--- src/rtl/core/trs_pkg.sv ---
// ============================================================================
// trs_pkg
// Shared types and constants for the timestamped ring search block.
// ============================================================================
package trs_pkg;

    localparam int CAPACITY = 64;
    localparam int SLOT_W   = $clog2(CAPACITY);
    localparam int COUNT_W  = $clog2(CAPACITY + 1);
    localparam int TIME_W   = 64;

    typedef enum logic [2:0] {
        ACT_PUSH_STAMPED   = 3'd0,
        ACT_PUSH_UNSTAMPED = 3'd1,
        ACT_FIND_EXACT     = 3'd2,
        ACT_FIND_NOT_AFTER = 3'd3,
        ACT_FIND_AFTER     = 3'd4,
        ACT_READ_TIME      = 3'd5,
        ACT_CHECK_SLOT     = 3'd6,
        ACT_BACK_FROM_HEAD = 3'd7
    } t_action;

    typedef struct packed {
        logic capture;
        logic push;
        logic rd_req;
        logic scan_init;
        logic scan_step;
        logic finish;
    } t_cmd;

    typedef struct packed {
        t_action action;
        logic    ring_empty;
        logic    scan_done;
    } t_status;

endpackage

--- src/rtl/core/trs_ctrl.sv ---
// ============================================================================
// trs_ctrl
// Sequencer: dispatches each word by action, steps the backward scan.
// ============================================================================
module trs_ctrl (
    input  logic             i_clk,
    input  logic             i_rst_n,
    input  logic             start,
    output logic             busy,
    input  trs_pkg::t_status i_status,
    output trs_pkg::t_cmd    o_cmd
);
    import trs_pkg::*;

    typedef enum logic [1:0] {
        S_IDLE,
        S_DISPATCH,
        S_READ,
        S_SCAN
    } t_state;

    t_state r_state, n_state;
    logic   r_busy, n_busy;
    t_cmd   cmd;

    always_comb begin
        cmd     = '0;
        n_state = r_state;
        n_busy  = r_busy;
        unique case (r_state)
            S_IDLE: begin
                if (start) begin
                    cmd.capture = 1'b1;
                    n_state     = S_DISPATCH;
                    n_busy      = 1'b1;
                end
            end
            S_DISPATCH: begin
                unique case (i_status.action)
                    ACT_PUSH_STAMPED, ACT_PUSH_UNSTAMPED: begin
                        cmd.push   = 1'b1;
                        cmd.finish = 1'b1;
                        n_state    = S_IDLE;
                        n_busy     = 1'b0;
                    end
                    ACT_FIND_EXACT, ACT_FIND_NOT_AFTER, ACT_FIND_AFTER: begin
                        if (i_status.ring_empty) begin
                            cmd.finish = 1'b1;
                            n_state    = S_IDLE;
                            n_busy     = 1'b0;
                        end else begin
                            cmd.scan_init = 1'b1;
                            n_state       = S_SCAN;
                        end
                    end
                    ACT_READ_TIME: begin
                        cmd.rd_req = 1'b1;
                        n_state    = S_READ;
                    end
                    default: begin
                        cmd.finish = 1'b1;
                        n_state    = S_IDLE;
                        n_busy     = 1'b0;
                    end
                endcase
            end
            S_READ: begin
                cmd.finish = 1'b1;
                n_state    = S_IDLE;
                n_busy     = 1'b0;
            end
            S_SCAN: begin
                cmd.scan_step = 1'b1;
                if (i_status.scan_done) begin
                    cmd.finish = 1'b1;
                    n_state    = S_IDLE;
                    n_busy     = 1'b0;
                end
            end
            default: begin
                n_state = S_IDLE;
                n_busy  = 1'b0;
            end
        endcase
    end

    always_ff @(posedge i_clk) begin
        if (!i_rst_n) begin
            r_state <= S_IDLE;
            r_busy  <= 1'b0;
        end else begin
            r_state <= n_state;
            r_busy  <= n_busy;
        end
    end

    assign busy  = r_busy;
    assign o_cmd = cmd;

endmodule

--- config.mk ---
export PLATFORM = sky130hd
export DESIGN_NAME = trs_ctrl
export DESIGN_NICKNAME = d
export VERILOG_FILES = /design/src/rtl/core/trs_pkg.sv /design/src/rtl/core/trs_ctrl.sv
export SDC_FILE = /design/constraint.sdc
export NUM_CORES = 1
export LEC_CHECK = 0
export BUFFER_PORTS_ARGS = -buffer_cell sky130_fd_sc_hd__buf_2
export CORE_AREA = 2 2 39 41
export DETAILED_ROUTE_END_ITERATION = 8
export DIE_AREA = 0 0 41 43
export GPL_TIMING_DRIVEN = 0
export PLACE_DENSITY = 0.51
export SLEW_MARGIN = 20
export SYNTH_ARGS = -nofsm -noshare
export SYNTH_HDL_FRONTEND = slang
export SYNTH_SLANG_ARGS = --single-unit
--- constraint.sdc ---
create_clock -name i_clk -period 1.15 [get_ports i_clk]
set_input_delay 0.23 -clock i_clk [delete_from_list [all_inputs] [get_ports i_clk]]
set_output_delay 0.23 -clock i_clk [all_outputs]
set_load 0.005 [all_outputs]
### After elaboration in Yosys (flattened, before gate mapping)

Cells that the tools add are included.

| word-level totals | value |
|---|---|
| bits in registers | 3 |
| output and inout bits | 7 |

| cells by class | value |
|---|---|
| equal/unequal tests | 12 |
| mux-type cells | 22 |
| reduce and logical (&&, ||, !) cells | 6 |

Operators with widths:

| operator | number |
|---|---|
| $mux W1 | 12 |
| $pmux W2 S4 | 1 |
| $eq A3 B2 Y1 const B | 2 |
| $eq A3 B3 Y1 const B | 2 |
| $mux W2 | 3 |
| $ne A2 B2 Y1 const B | 3 |
| $eq A2 B2 Y1 const B | 2 |
| $pmux W1 S2 | 2 |
| $pmux W1 S4 | 1 |
| $pmux W2 S2 | 1 |
| $reduce_and A4 Y1 | 1 |
| $eq A3 B1 Y1 const B | 1 |
| $logic_not A3 Y1 | 1 |
| $mux W3 | 1 |
| $ne A3 B3 Y1 const B | 1 |
| $pmux W1 S3 | 1 |
| $reduce_or A3 Y1 | 1 |
| $eq A2 B1 Y1 const B | 1 |
| $logic_not A2 Y1 | 1 |
| $reduce_and A2 Y1 | 1 |
| $reduce_or A2 Y1 | 1 |

### Depth between registers and ports, before layout

| logic depth | value |
|---|---|
| word-level depth | 4 |
| depth in mapped cells | 3 |

### Worst setup path before layout

Ideal clock, no wire load.

| timing | value |
|---|---|
| path kind | flip-flop to output port |
| start point | register r_state[1] |
| end point | output port o_cmd[2] (netlist name) |
| arrival time | 0.771 ns |
| data required time | 0.920 ns |
| slack | 0.149 ns |
| cell stages (with the launch flop) | 3 |
| buffers on the path | 0 |
| path through | dfxtp_1 -> nand2b_2 -> nor3_1 |

RTL lines:

| element | line | text |
|---|---|---|
| start: declaration | trs_ctrl.sv:22 | `t_state r_state, n_state;` |
| start signal: assignment | trs_ctrl.sv:92 | `r_state <= n_state;` |
| end: declaration | trs_ctrl.sv:11 | `output trs_pkg::t_cmd o_cmd` |

==> flow_summary.json <==
{
  "outcome": "complete, but fails checks",
  "violations": "negative setup slack",
  "synthSimpleGateAreaFrac_pct": 40.00,
  "rows": 14,
  "crit_fanout": 5,
  "postSynthCellCount": 31,
  "root_buffer": "clkbuf_4",
  "cts.hold.buffers_added": 0,
  "avgRoutedWirePerCell_um": 10.10,
  "grt_max_degree": 7,
  "finalSetupViolCount": 5,
  "ant_nets": 0,
  "cts_sinks": 3,
  "ys_async_sr_fraction_pct": 0,
  "fp.dieH_um": 43,
  "yosys_warnings": 0,
  "most-common-layout-cells": "buf_2, buf_4",
  "crit_path_top_delay_cell": "dfxtp_4",
  "place_inst": 61,
  "hold_violations": 0,
  "cts.path.max_buffers": 2,
  "final_common_cell": "buf_2",
  "slowest_delay_ns": 0.35,
  "hold_class": "in2reg",
  "fin_crit_ns": 1.217,
  "synth_ff_type": "dfxtp_1",
  "ys_seq_elements": 3,
  "ys_seq_area_share_pct": 24.00,
  "design_area_um2": 427.9,
  "drt-total-wl_um": 697,
  "synth.avg_cell_area_um2": 8.072,
  "areaGrowthSynthToFinish_pct": 71.00,
  "clk_latency_ns": 0.24,
  "synth_top_family_by_area": "simple AND/OR/NAND/NOR gates",
  "pre_cts_ws_ns": -0.02314,
  "cts_buffers": 3,
  "die_w_um": 41,
  "firstDrtPassIters": 2,
  "fmax_ghz": 0.8216,
  "synth_top_area_share_pct": 24.00,
  "path_buf_inv": 1,
  "cts_tree": "built",
  "timing.critical_path.cells": "nor3b_1, buf_2",
  "overflow": 0,
  "holdWs_ns": 0.2668,
  "grt_pass1_vias": 258,
  "synth_edf_count": 0,
  "synth_xor_area_share_pct": 0,
  "clock_skew_ns": 0.002762,
  "design.core.area_um2": 1384,
  "vias": 295,
  "synth_cell_types": 22,
  "tns_ns": -0.2976,
  "antenna_found_initial": 0,
  "placed_area_um2": 340.3,
  "grt_pass1_wl_mm": 1.083,
  "gp_congestion": 0.5915,
  "final_nets": 62,
  "rsz0062_at_grt": "true",
  "vdd_drop_max_v": 0.0003951,
  "hpwl_um": 521.2,
  "maxCapViolCount": 0,
  "design.die.area_um2": 1763,
  "groute.usage.overall_pct": 10.02,
  "required_ns": 0.92,
  "arrival_ns": 0.99,
  "drv_slew": 0,
  "drive_gt1_share_pct": 60.38,
  "synth_compound_area_share_pct": 31.50,
  "cp_top_family": "flip-flops",
  "critical_path_class": "reg2out",
  "dr.first_iter.drc_count": 4,
  "num_io_pins": 15,
  "synth.net_count": 39,
  "layout_setup_ws_ns": -0.06713,
  "relSlewSlack_pct": 84.74,
  "end_kind": "output pin",
  "synth_area_leaders": "dfxtp_1, o32ai_2, nor3_1",
  "cts_htree_levels": 1,
  "synthAdderAreaFrac_pct": 0,
  "remaining_drc_errors": 0,
  "nFillCells": 149,
  "clk_pin_slew_ns": 0.04,
  "synth_area_um2": 250.2,
  "period_share_pct": 105.8,
  "cp-start-kind": "register",
  "tightest_slew_ns": 0.2284,
  "yosysTopAreaCell": "dfxtp_1",
  "io_buffers": 14,
  "vias_per_cell": 4.275,
  "power_leakage_uw": 0.0001987,
  "stdcell_count": 69,
  "initial_core_util_pct": 18.08,
  "muxShareOfSynthArea_pct": 0,
  "antenna_cells": 0,
  "power_density_nw_per_um2": 961.4
}
-- cell families (layout without fill, tap and decap cells) --
family,count (synthesis),in the layout
and+or+nand+nor,16,16
buffers and inverters,3,25
DFF,3,3
AOI/OAI and AO/OA,9,9
-- per-layer routing --
metal  GRT usage [%]  wire length, um
met5               0                0
met4           10.00                0
met3           4.712               38
met2           12.19              352
met1           11.82              306
-- path summary, 6_finish.rpt --
path | startpoint | to | cells past startpoint | slack [ns]
worst max-delay path | r_state[1] | o_cmd[5] | 2 | -0.07
worst min-delay path | i_rst_n | r_state[1] | 2 | 0.27
worst max register to register | r_state[1] | busy | 5 | 0.09
worst min register to register | r_state[0] | r_state[1] | 1 | 0.52
-- cell usage after synthesis, drive strengths merged, types with 2 or more instances --
library cell	count
nor2	2
dfxtp	3
inv	3
nand2b	3
nand2	3
nor3	3
o21ai	2
-- area by class of cell --
type / instances / area (um^2) / share of cell area, %
clock buffer: 4 / 26.28 / 6.140
inverter: 3 / 11.26 / 2.632
tap: 16 / 20.02 / 4.678
timing repair buffer: 18 / 100.1 / 23.39
multi-input combinational: 25 / 202.7 / 47.37
sequential: 3 / 67.56 / 15.79
-- flip-flops by register name, indices dropped and copies added (netlist names) --
signal	cells
r_state	2
busy	1
-- per-stage QoR --
| stage | util (%) | total power [uW] |
|---|---|---|
| 2_1_floorplan | - | 166.8 |
| 3_3_place_gp | 24.59 | 205.8 |
| 3_5_place_dp | 24.59 | 207.2 |
| 4_1_cts | 30.38 | 417.6 |
| 5_1_grt | 30.92 | 440.2 |
| 6_report | 30.92 | 411.4 |
-- power by group --
part	switching [uW]	internal [uW]	total, uW	leakage [uW]
clock	57.6	130	188	0.0000150
combinational	50.3	54.6	105	0.000158
sequential	9.08	110	119	0.0000261
total	117	294	411	0.000199
-- what timing repair did --
action,CTS,global route
setup buffers,3,1
pin swaps,2,2
resized for setup,10,0
setup endpoints to repair,6,6
gates cloned,0,0
No activity file was read; power rests on OpenSTA's default activity.
